--- src/design/fit_partition_allocator_defines.svh ---
// assertion macros for the fit partition allocator
// no dependencies; taken in by the files that carry assertions
`ifndef FIT_PARTITION_ALLOCATOR_DEFINES_SVH
`define FIT_PARTITION_ALLOCATOR_DEFINES_SVH

// same-cycle implication, disabled while reset is asserted
`define FPA_ASSERT_SAME(lbl, clk, rst_n, ante, cons) \
    lbl: assert property (@(posedge clk) disable iff (!rst_n) (ante) |-> (cons)) \
        else $error("fpa check failed");

// next-cycle implication, disabled while reset is asserted
`define FPA_ASSERT_NEXT(lbl, clk, rst_n, ante, cons) \
    lbl: assert property (@(posedge clk) disable iff (!rst_n) (ante) |=> (cons)) \
        else $error("fpa check failed");

`endif

--- src/design/fpa_pkg.sv ---
// shared types and constants for the fit partition allocator
// no dependencies
`default_nettype none

package fpa_pkg;

    // table geometry
    localparam int NUM_BLOCKS = 16;
    localparam int SIZE_BITS  = 16;
    localparam int IDX_W      = $clog2(NUM_BLOCKS);
    localparam int CNT_W      = $clog2(NUM_BLOCKS + 1);

    // fixed port widths
    localparam int BLK_W      = 4;
    localparam int FIELD_W    = 16;
    localparam int MODE_W     = 2;
    localparam int COUNT_W    = 5;
    localparam int CFG_DATA_W = 5;
    localparam int CFG_IDX_W  = 1;

    // register indexes
    localparam logic [CFG_IDX_W-1:0] REG_FIT_MODE    = 1'b0;
    localparam logic [CFG_IDX_W-1:0] REG_BLOCK_COUNT = 1'b1;

    // selection policies; any other code behaves as first fit
    localparam logic [MODE_W-1:0] MODE_FIRST = 2'd0;
    localparam logic [MODE_W-1:0] MODE_BEST  = 2'd1;
    localparam logic [MODE_W-1:0] MODE_WORST = 2'd2;

    localparam logic [COUNT_W-1:0] BLOCK_COUNT_RST = 5'd16;

    // request kinds
    localparam logic REQ_LOAD  = 1'b0;
    localparam logic REQ_ALLOC = 1'b1;

    typedef enum logic [1:0] {
        ST_IDLE,
        ST_SCAN,
        ST_COMMIT
    } t_state;

    typedef struct packed {
        logic capture;
        logic scan_step;
        logic commit;
    } t_dp_cmd;

    typedef struct packed {
        logic in_is_alloc;
        logic limit_zero;
        logic scan_last;
        logic first_hit;
        logic out_free;
    } t_dp_status;

endpackage

`default_nettype wire

--- src/design/fpa_dpath.sv ---
// datapath: config registers, free size table, scan selection, output register
// depends on fpa_pkg
`default_nettype none

module fpa_dpath
    import fpa_pkg::*;
(
    input  wire                   i_clk,
    input  wire                   i_rst_n,
    input  wire                   i_cfg_we,
    input  wire [CFG_IDX_W-1:0]   i_cfg_index,
    input  wire [CFG_DATA_W-1:0]  i_cfg_wdata,
    input  wire                   i_req_type,
    input  wire [BLK_W-1:0]       i_block_index,
    input  wire [FIELD_W-1:0]     i_size_value,
    input  wire                   i_out_ready,
    input  wire t_dp_cmd          i_cmd,
    output t_dp_status            o_status,
    output logic                  o_out_valid,
    output logic                  o_granted,
    output logic [BLK_W-1:0]      o_chosen_block,
    output logic [FIELD_W-1:0]    o_remaining_size
);

    logic [MODE_W-1:0]    r_fit_mode;
    logic [COUNT_W-1:0]   r_block_count;
    logic [SIZE_BITS-1:0] r_table [NUM_BLOCKS];

    logic                 r_type;
    logic [BLK_W-1:0]     r_idx;
    logic [SIZE_BITS-1:0] r_req;
    logic [IDX_W-1:0]     r_scan_idx;
    logic                 r_found;
    logic [IDX_W-1:0]     r_sel_idx;
    logic [SIZE_BITS-1:0] r_sel_size;

    logic                 r_out_valid;
    logic                 r_granted;
    logic [BLK_W-1:0]     r_chosen;
    logic [FIELD_W-1:0]   r_remain;

    logic [CNT_W-1:0]     w_limit;
    logic [SIZE_BITS-1:0] w_scan_size;
    logic                 w_fits;
    logic                 w_take;
    logic                 w_first_like;
    logic                 w_load_ok;
    logic [SIZE_BITS-1:0] w_left;

    // configuration
    always_ff @(posedge i_clk) begin
        if (!i_rst_n) begin
            r_fit_mode    <= MODE_FIRST;
            r_block_count <= BLOCK_COUNT_RST;
        end else if (i_cfg_we) begin
            unique case (i_cfg_index)
                REG_FIT_MODE:    r_fit_mode    <= i_cfg_wdata[MODE_W-1:0];
                REG_BLOCK_COUNT: r_block_count <= COUNT_W'(i_cfg_wdata);
                default: ;
            endcase
        end
    end

    // partitions scanned, saturated to the table depth
    assign w_limit = (32'(r_block_count) > NUM_BLOCKS) ? CNT_W'(NUM_BLOCKS)
                                                        : CNT_W'(r_block_count);

    assign w_scan_size  = r_table[r_scan_idx];
    assign w_fits       = (w_scan_size >= r_req);
    assign w_first_like = (r_fit_mode != MODE_BEST) && (r_fit_mode != MODE_WORST);

    always_comb begin
        case (r_fit_mode)
            MODE_BEST:  w_take = w_fits && (!r_found || (w_scan_size <  r_sel_size));
            MODE_WORST: w_take = w_fits && (!r_found || (w_scan_size >= r_sel_size));
            default:    w_take = w_fits && !r_found;
        endcase
    end

    assign w_load_ok = (32'(r_idx) < NUM_BLOCKS);
    assign w_left    = r_sel_size - r_req;

    assign o_status.in_is_alloc = (i_req_type == REQ_ALLOC);
    assign o_status.limit_zero  = (w_limit == '0);
    assign o_status.scan_last   = ((CNT_W'(r_scan_idx) + CNT_W'(1)) == w_limit);
    assign o_status.first_hit   = w_first_like && w_fits;
    assign o_status.out_free    = !r_out_valid || i_out_ready;

    // item capture and scan bookkeeping
    always_ff @(posedge i_clk) begin
        if (i_cmd.capture) begin
            r_type     <= i_req_type;
            r_idx      <= i_block_index;
            r_req      <= SIZE_BITS'(i_size_value);
            r_scan_idx <= '0;
            r_found    <= 1'b0;
            r_sel_idx  <= '0;
            r_sel_size <= '0;
        end else if (i_cmd.scan_step) begin
            r_scan_idx <= r_scan_idx + IDX_W'(1);
            if (w_take) begin
                r_found    <= 1'b1;
                r_sel_idx  <= r_scan_idx;
                r_sel_size <= w_scan_size;
            end
        end
    end

    // free size table
    always_ff @(posedge i_clk) begin
        if (!i_rst_n) begin
            for (int k = 0; k < NUM_BLOCKS; k++) begin
                r_table[k] <= '0;
            end
        end else if (i_cmd.commit) begin
            if (r_type == REQ_LOAD) begin
                if (w_load_ok) begin
                    r_table[IDX_W'(r_idx)] <= r_req;
                end
            end else if (r_found) begin
                r_table[r_sel_idx] <= w_left;
            end
        end
    end

    // output register
    always_ff @(posedge i_clk) begin
        if (!i_rst_n) begin
            r_out_valid <= 1'b0;
        end else if (i_cmd.commit) begin
            r_out_valid <= 1'b1;
        end else if (i_out_ready) begin
            r_out_valid <= 1'b0;
        end
    end

    always_ff @(posedge i_clk) begin
        if (i_cmd.commit) begin
            if (r_type == REQ_LOAD) begin
                r_granted <= w_load_ok;
                r_chosen  <= w_load_ok ? r_idx : '0;
                r_remain  <= w_load_ok ? FIELD_W'(r_req) : '0;
            end else begin
                r_granted <= r_found;
                r_chosen  <= r_found ? BLK_W'(r_sel_idx) : '0;
                r_remain  <= r_found ? FIELD_W'(w_left) : '0;
            end
        end
    end

    assign o_out_valid      = r_out_valid;
    assign o_granted        = r_granted;
    assign o_chosen_block   = r_chosen;
    assign o_remaining_size = r_remain;

endmodule

`default_nettype wire

--- src/design/fpa_ctrl.sv ---
// controller state machine: sequences capture, scan and commit
// depends on fpa_pkg and fit_partition_allocator_defines.svh
`default_nettype none

`include "fit_partition_allocator_defines.svh"

module fpa_ctrl
    import fpa_pkg::*;
(
    input  wire              i_clk,
    input  wire              i_rst_n,
    input  wire              i_in_valid,
    output logic             o_in_ready,
    input  wire t_dp_status  i_status,
    output t_dp_cmd          o_cmd
);

    t_state r_state;
    t_state n_state;

    always_ff @(posedge i_clk) begin
        if (!i_rst_n) begin
            r_state <= ST_IDLE;
        end else begin
            r_state <= n_state;
        end
    end

    // next state
    always_comb begin
        n_state = r_state;
        unique case (r_state)
            ST_IDLE: begin
                if (i_in_valid) begin
                    if (i_status.in_is_alloc && !i_status.limit_zero) begin
                        n_state = ST_SCAN;
                    end else begin
                        n_state = ST_COMMIT;
                    end
                end
            end
            ST_SCAN: begin
                if (i_status.first_hit || i_status.scan_last) begin
                    n_state = ST_COMMIT;
                end
            end
            ST_COMMIT: begin
                if (i_status.out_free) begin
                    n_state = ST_IDLE;
                end
            end
            default: n_state = ST_IDLE;
        endcase
    end

    // outputs
    always_comb begin
        o_in_ready      = 1'b0;
        o_cmd.capture   = 1'b0;
        o_cmd.scan_step = 1'b0;
        o_cmd.commit    = 1'b0;
        unique case (r_state)
            ST_IDLE: begin
                o_in_ready    = 1'b1;
                o_cmd.capture = i_in_valid;
            end
            ST_SCAN: begin
                o_cmd.scan_step = 1'b1;
            end
            ST_COMMIT: begin
                o_cmd.commit = i_status.out_free;
            end
            default: ;
        endcase
    end

    `FPA_ASSERT_SAME(a_commit_needs_slot, i_clk, i_rst_n, o_cmd.commit, i_status.out_free)
    `FPA_ASSERT_NEXT(a_alloc_starts_scan, i_clk, i_rst_n,
        o_cmd.capture && i_status.in_is_alloc && !i_status.limit_zero, r_state == ST_SCAN)
    `FPA_ASSERT_NEXT(a_scan_continues, i_clk, i_rst_n,
        o_cmd.scan_step && !i_status.first_hit && !i_status.scan_last, r_state == ST_SCAN)

endmodule

`default_nettype wire

--- src/design/fit_partition_allocator.sv ---
// top level of the fit partition allocator: controller plus datapath
// depends on fpa_pkg, fpa_ctrl and fpa_dpath
//
// usage
// - input channel (i_in_valid / o_in_ready) carries one item: a load writes
//   i_size_value into partition i_block_index, an allocate asks for
//   i_size_value units from a partition chosen by the fit mode
// - output channel (o_out_valid / i_out_ready) returns exactly one item per
//   input item: granted flag, partition and its free size afterwards
// - config port (i_cfg_we, i_cfg_index, i_cfg_wdata) writes fit_mode (index 0)
//   or block_count (index 1); write only while the block is idle
// - items are handled one at a time; ready is high only while idle
// - a load goes from accept straight to commit; an allocate first scans n
//   partitions (block_count, saturated to 16, fewer for first fit when a
//   match turns up early) and then commits
// - the scan reads one table entry per cycle, which sets the rate
// - a stalled receiver holds the result in the output register; the next
//   item may be accepted meanwhile, and its commit waits for the slot
// - reset clears the table to zero, fit_mode to first fit, block_count to 16
`default_nettype none

module fit_partition_allocator
    import fpa_pkg::*;
(
    input  wire                   i_clk,
    input  wire                   i_rst_n,
    input  wire                   i_cfg_we,
    input  wire [CFG_IDX_W-1:0]   i_cfg_index,
    input  wire [CFG_DATA_W-1:0]  i_cfg_wdata,
    input  wire                   i_in_valid,
    output logic                  o_in_ready,
    input  wire                   i_req_type,
    input  wire [BLK_W-1:0]       i_block_index,
    input  wire [FIELD_W-1:0]     i_size_value,
    output logic                  o_out_valid,
    input  wire                   i_out_ready,
    output logic                  o_granted,
    output logic [BLK_W-1:0]      o_chosen_block,
    output logic [FIELD_W-1:0]    o_remaining_size
);

    t_dp_cmd    w_cmd;
    t_dp_status w_status;

    fpa_ctrl u_ctrl (
        .i_clk      (i_clk),
        .i_rst_n    (i_rst_n),
        .i_in_valid (i_in_valid),
        .o_in_ready (o_in_ready),
        .i_status   (w_status),
        .o_cmd      (w_cmd)
    );

    fpa_dpath u_dpath (
        .i_clk            (i_clk),
        .i_rst_n          (i_rst_n),
        .i_cfg_we         (i_cfg_we),
        .i_cfg_index      (i_cfg_index),
        .i_cfg_wdata      (i_cfg_wdata),
        .i_req_type       (i_req_type),
        .i_block_index    (i_block_index),
        .i_size_value     (i_size_value),
        .i_out_ready      (i_out_ready),
        .i_cmd            (w_cmd),
        .o_status         (w_status),
        .o_out_valid      (o_out_valid),
        .o_granted        (o_granted),
        .o_chosen_block   (o_chosen_block),
        .o_remaining_size (o_remaining_size)
    );

endmodule

`default_nettype wire
--- config.mk ---
export PLATFORM = sky130hd
export DESIGN_NAME = fit_partition_allocator
export DESIGN_NICKNAME = d
export VERILOG_FILES = /design/src/design/fpa_pkg.sv /design/src/design/fpa_dpath.sv /design/src/design/fpa_ctrl.sv /design/src/design/fit_partition_allocator.sv
export VERILOG_INCLUDE_DIRS = /design/src /design/src/design
export SDC_FILE = /design/constraint.sdc
export NUM_CORES = 1
export LEC_CHECK = 0
export BUFFER_PORTS_ARGS = -buffer_cell sky130_fd_sc_hd__buf_2
export CELL_PAD_IN_SITES_DETAIL_PLACEMENT = 1
export CELL_PAD_IN_SITES_GLOBAL_PLACEMENT = 1
export CORE_ASPECT_RATIO = 0.6
export CORE_UTILIZATION = 40
export DETAILED_ROUTE_END_ITERATION = 8
export PLACE_DENSITY_LB_ADDON = 0.1
export SLEW_MARGIN = 30
export SYNTH_ARGS = -nofsm -noshare
export SYNTH_HDL_FRONTEND = slang
export SYNTH_SLANG_ARGS = --single-unit
--- constraint.sdc ---
create_clock -name i_clk -period 4.1 [get_ports i_clk]
set_clock_uncertainty 0.1 [all_clocks]
set_input_delay 0 -clock i_clk [delete_from_list [all_inputs] [get_ports i_clk]]
set_output_delay 0 -clock i_clk [all_outputs]
set_load 0.02 [all_outputs]
======== Word level (Yosys, flattened, before mapping) ========
Memory sizes are Yosys's and may differ from the RTL's. A register that Yosys moved wholly into a read port is not among the register bits.
Cells that the tools add are included.
word-level totals
  bits in writable memories ............... 256
  input port bits ......................... 32
  memories kept ........................... 1
  output and inout bits ................... 23
  register bits ........................... 77
memories
  memory           depth  width  rd ports  clocked after memory_dff  write ports  line             source
  u_dpath.r_table  16     16     1         1                         16           fpa_dpath.sv:27  logic [SIZE_BITS-1:0] r_table [NUM_BLOCKS];
operators by class
  eq/ne operators ......................... 10
  magnitude comparators ................... 4
  bitwise gates (word level) .............. 1
  reductions and logical operators ........ 22
  mux-type cells .......................... 35
  add/subtract/negate cells ............... 3
operators with widths
  kind                                                                     number
  16-bit two-way mux                                                       4
  16-bit >= comparator                                                     2
  16-bit OR reduction                                                      2
  4-bit two-way mux                                                        6
  1-bit two-way mux                                                        18
  16-bit less-than comparator                                              1
  16-bit subtractor                                                        1
  2-bit two-way mux                                                        4
  1-bit logical AND                                                        6
  2-bit by 1-bit inequality test with 1-bit output, second input constant  3
  2-bit case mux with 3 select lines                                       1
  2-bit AND reduction                                                      3
  4-bit by 1-bit adder with 5-bit output, second input constant            1
  5-bit equality test                                                      1
  5-bit greater-than comparator, second input constant                     1
  5-bit logical NOT                                                        1
  5-bit two-way mux                                                        1
  4-bit by 1-bit adder with 4-bit output, second input constant            1
  2-bit by 1-bit equality test with 1-bit output, second input constant    2
  2-bit equality test, second input constant                               2
  1-bit logical OR                                                         4
  2-bit inequality test, second input constant                             2
  1-bit logical NOT                                                        3
  3-bit AND reduction                                                      1
  other kinds (4)                                                          4

======== Depth between registers and ports, before layout ========
  depth after elaboration ................. 9
  gate-level depth with buffers ........... 13
  mapped depth without buffers ............ 11

======== Modules after synthesis ========
A second synthesis with hierarchy kept.
second synthesis, totals
  cell total of the unflattened synthesis .. 1247
  area total of the unflattened synthesis .. 16064.2 µm²
by module, submodules not included
  module     instances  cells each  sequential area each (µm²)  area each (µm²)
  fpa_dpath  1          1230        9689.3                      15932.8
  fpa_ctrl   1          17          40.0                        131.4

======== Worst setup path before layout ========
No wires, ideal clock.
  path kind ............................... register -> register
  start point ............................. register (tool-made name)
  end point ............................... register u_dpath.r_sel_size[0]
  library setup time ...................... 0.116 ns
  cell stages (with the launch flop) ...... 14
  slack ................................... 0.198 ns
  buffers on the path ..................... 3
  arrival time ............................ 3.686 ns
  cell sequence ........................... dfxtp_1 -> buf_2 -> buf_2 -> mux4_2 -> mux4_2 -> ha_1 -> a21oi_1 -> o21ai_0 -> a221o_1 -> o31a_1 -> o31ai_1 -> buf_2 -> nand2_1 -> a31o_2
RTL lines
  what                    line              source
  end signal: assignment  fpa_dpath.sv:104  r_sel_size <= w_scan_size;
  end: declaration        fpa_dpath.sv:35   logic [SIZE_BITS-1:0] r_sel_size;

==> flow_summary.toml <==
[clock_tree]
clk_pin_slew_ps = 60
cts_buffers = 35
clock_latency_ps = 560
cts_tree = "yes"
cts_buffer_depth = 3
cts_root_buffer = "clkbuf_16"
clkSinkCount = 337
cts_max_level = 2

[synthesis]
synth_seq_cells = 337
synth_fp_nets = 1299
syn_area_um2 = 15900
synth_ff_type = "edfxtp_1"
yosys.cell_types.count = 69
synth_edf_count = 298
syn_area_per_cell_um2 = 13.1
syn_inst = 1217
synth_seq_area_share_pct = 61.0
ys_warn_count = 0
async_flop_share_pct = 0

[worst_setup_path]
worst-path-buf-inv = 4
cp.arrival_ps = 4460
worstPathRequired_ps = 4460
cp_slowest_cell = "mux4_2"
start_kind = "register"
worstSetupPathType = "register to register"
crit_path_max_incr_delay_ps = 570
endpoint_kind = "register"
path_cells = "buf_12 -> buf_4 -> mux4_2 -> mux4_2 -> ha_2 -> a21oi_1 -> o21ai_1 -> a221o_1 -> o31a_1 -> o31ai_4 -> buf_6 -> buf_8 -> nand3_1 -> a21oi_1"
path_max_fanout = 9
critPathTopFamily = "compound AO/OA/AOI/OAI gates"

[placement]
dp_cells = 1805
postPlaceCellArea_um2 = 17300
numPortBuffers = 54
gp_congestion = 0.846
hpwlAfterDp_mm = 35.5
pre_cts_ws_ps = -10.7

[route]
drtIter0Drc = 1070
routedWlPerCell_um = 26.4
vias_per_cell = 5.70
first_pass_iters = 5
drt_wl_total_mm = 51.1
antenna_left = 0
drcViolationCount = 0
vias = 11000

[global_routing]
antenna_found_initial = 1
grt_use_total_pct = 25.6
grt_overflow = 0
grt_max_degree = 36
grt_pass1_wl_mm = 74.9
grt_pass1_vias = 11100

[floorplanning]
die_h_um = 157
ios = 55
num_rows = 56
die_x_um = 260
die_area_um2 = 40700
start_util_pct = 40.7
core_um2 = 39200

[sta]
hold_viol = 0
fmax_mhz = 244
rsz0062_at_grt = "true"
slew_headroom_pct = 35.4
finalMaxSlewViolations = 0
timing.final.crit_period_ps = 4100
finalSetupTns_ps = -0.853
setup_viol = 1
setup_ws_ps = -0.853
tightest_slew_ps = 969
fin_crit_sh_pct = 100

[finish]
fill_cells = 4012
diodes = 0
post-route-util_pct = 49.3
syn_to_final_growth_pct = 21.1
final_cell_count_no_fill = 1938
layout.area.seq_um2 = 9730
fin_area_um2 = 19300
fin_nets = 1471
drive_gt1_share_pct = 26.8
multi_input_area_um2 = 5950

[run_status]
violations = "negative setup slack"
status = "complete, but fails checks"

[power]
p_leak_nw = 7.02
p_per_area_nw_per_um2 = 458
ir_drop_mv = 0.303

[flow_run]
drv_cap = 0

[min_path]
worstHoldPathType = "input port to register"
-- metrics by stage --
stage	power, mW	hold slack (ps)
6_report	8.85	67.4
5_1_grt	9.13	67.3
4_1_cts	8.76	50.7
3_5_place_dp	5.54	78.3
3_3_place_gp	5.51	78.2
2_1_floorplan	4.92	-1.13
-- cells in the final DEF, fill, tap and decap left out, types with 5 or more instances in the layout --
master,n
edfxtp_1,298
nor2_1,270
buf_4,92
mux4_2,80
buf_2,54
a21oi_1,49
inv_1,45
nand2_1,44
dlygate4sd3_1,44
nand3_1,41
ha_1,37
dfxtp_1,37
clkbuf_16,37
o21ai_0,25
nand2_2,16
o21ai_1,13
o22ai_1,12
nor2_2,11
xnor2_1,11
ha_4,11
a21oi_2,10
a21o_1,10
buf_12,10
nand2b_1,9
clkinv_2,8
nand4_1,7
clkbuf_1,7
a31oi_1,6
mux2_2,6
nor3_1,6
clkinv_1,6
o21bai_1,5
buf_6,5
-- sequential cells by signal, summed over array words and instances, names as in the netlist, 2 cells and up, named ones only --
signal                    count
u_dpath.r_table             256
u_dpath.o_remaining_size     16
u_dpath.r_req                16
u_dpath.r_sel_size           16
u_dpath.r_block_count         5
u_dpath.o_chosen_block        4
u_dpath.r_idx                 4
u_dpath.r_scan_idx            4
u_dpath.r_sel_idx             4
u_ctrl.r_state                2
u_dpath.r_fit_mode            2
-- cells by family after synthesis --
group / count (synthesis) / synth area share [%]
AO/OA/AOI/OAI: 169 / 6.82
XOR/XNOR: 15 / 0.871
adder cells (fa/ha/maj): 50 / 3.97
buffers and inverters: 120 / 3.30
flip-flops: 337 / 61.0
multiplexers: 90 / 12.0
AND/OR/NAND/NOR: 436 / 12.0
-- cell type report --
class | count | area share (%)
timing repair buffer | 208 | 8.87
clock inverter | 21 | 0.791
inverter | 47 | 0.914
clock buffer | 43 | 4.80
sequential | 337 | 50.4
tap | 522 | 3.38
multi-input combinational | 760 | 30.8
-- repair_timing --
| item | 4_1_cts | 5_1_grt |
|---|---|---|
| resized for setup | 13 | 47 |
| endpoints found under the setup margin | 14 | 22 |
| cloned | 1 | 2 |
| hold buffers | 44 | 0 |
| pin swaps | 4 | 8 |
| endpoints found under the hold margin | 48 | 0 |
| buffers inserted | 10 | 14 |
-- metal layers --
layer  routed length, µm  GRT usage (%)  vias up
met5                   0              0        -
met3                3570           4.50       50
li1                    -              -     4865
met4                 758           4.68        0
met1               25700           41.4     5776
met2               21100           35.5      356
-- cell usage after synthesis (7+ instances only) --
master | instances | area, µm²
nand4_1 | 7 | 43.8
buf_2 | 42 | 210
mux4_2 | 80 | 1800
clkbuf_1 | 25 | 93.8
o22ai_1 | 12 | 75.1
edfxtp_1 | 298 | 8950
nor2_2 | 10 | 62.6
nand2b_1 | 9 | 56.3
nand2_2 | 16 | 100
nand2_1 | 44 | 165
dfxtp_1 | 39 | 781
nand3_1 | 42 | 210
a21oi_1 | 52 | 260
nor2_1 | 271 | 1020
inv_1 | 46 | 173
o21ai_0 | 41 | 205
xnor2_1 | 11 | 96.3
a21oi_2 | 7 | 61.3
ha_1 | 49 | 613
a21o_1 | 10 | 75.1
-- worst paths after layout --
path	to	cells after the start	slack, ps	startpoint
worst min-delay path	u_dpath.r_req[1]	2	70	i_size_value[1]
worst max-delay path	u_dpath.r_sel_size[13]	14	-0.9	register
worst min register to register	u_dpath.r_sel_idx[2]	2	410	u_dpath.r_sel_idx[2]
worst max register to register	u_dpath.r_sel_size[13]	14	-0.9	register
-- where the power goes --
part	internal (mW)	switching (mW)	leakage, nW
sequential	3.89	0.0902	3.36
combinational	0.755	0.971	3.14
clock	1.69	1.45	0.521
total	6.34	2.51	7.02
(Power assumes the default switching activity.)
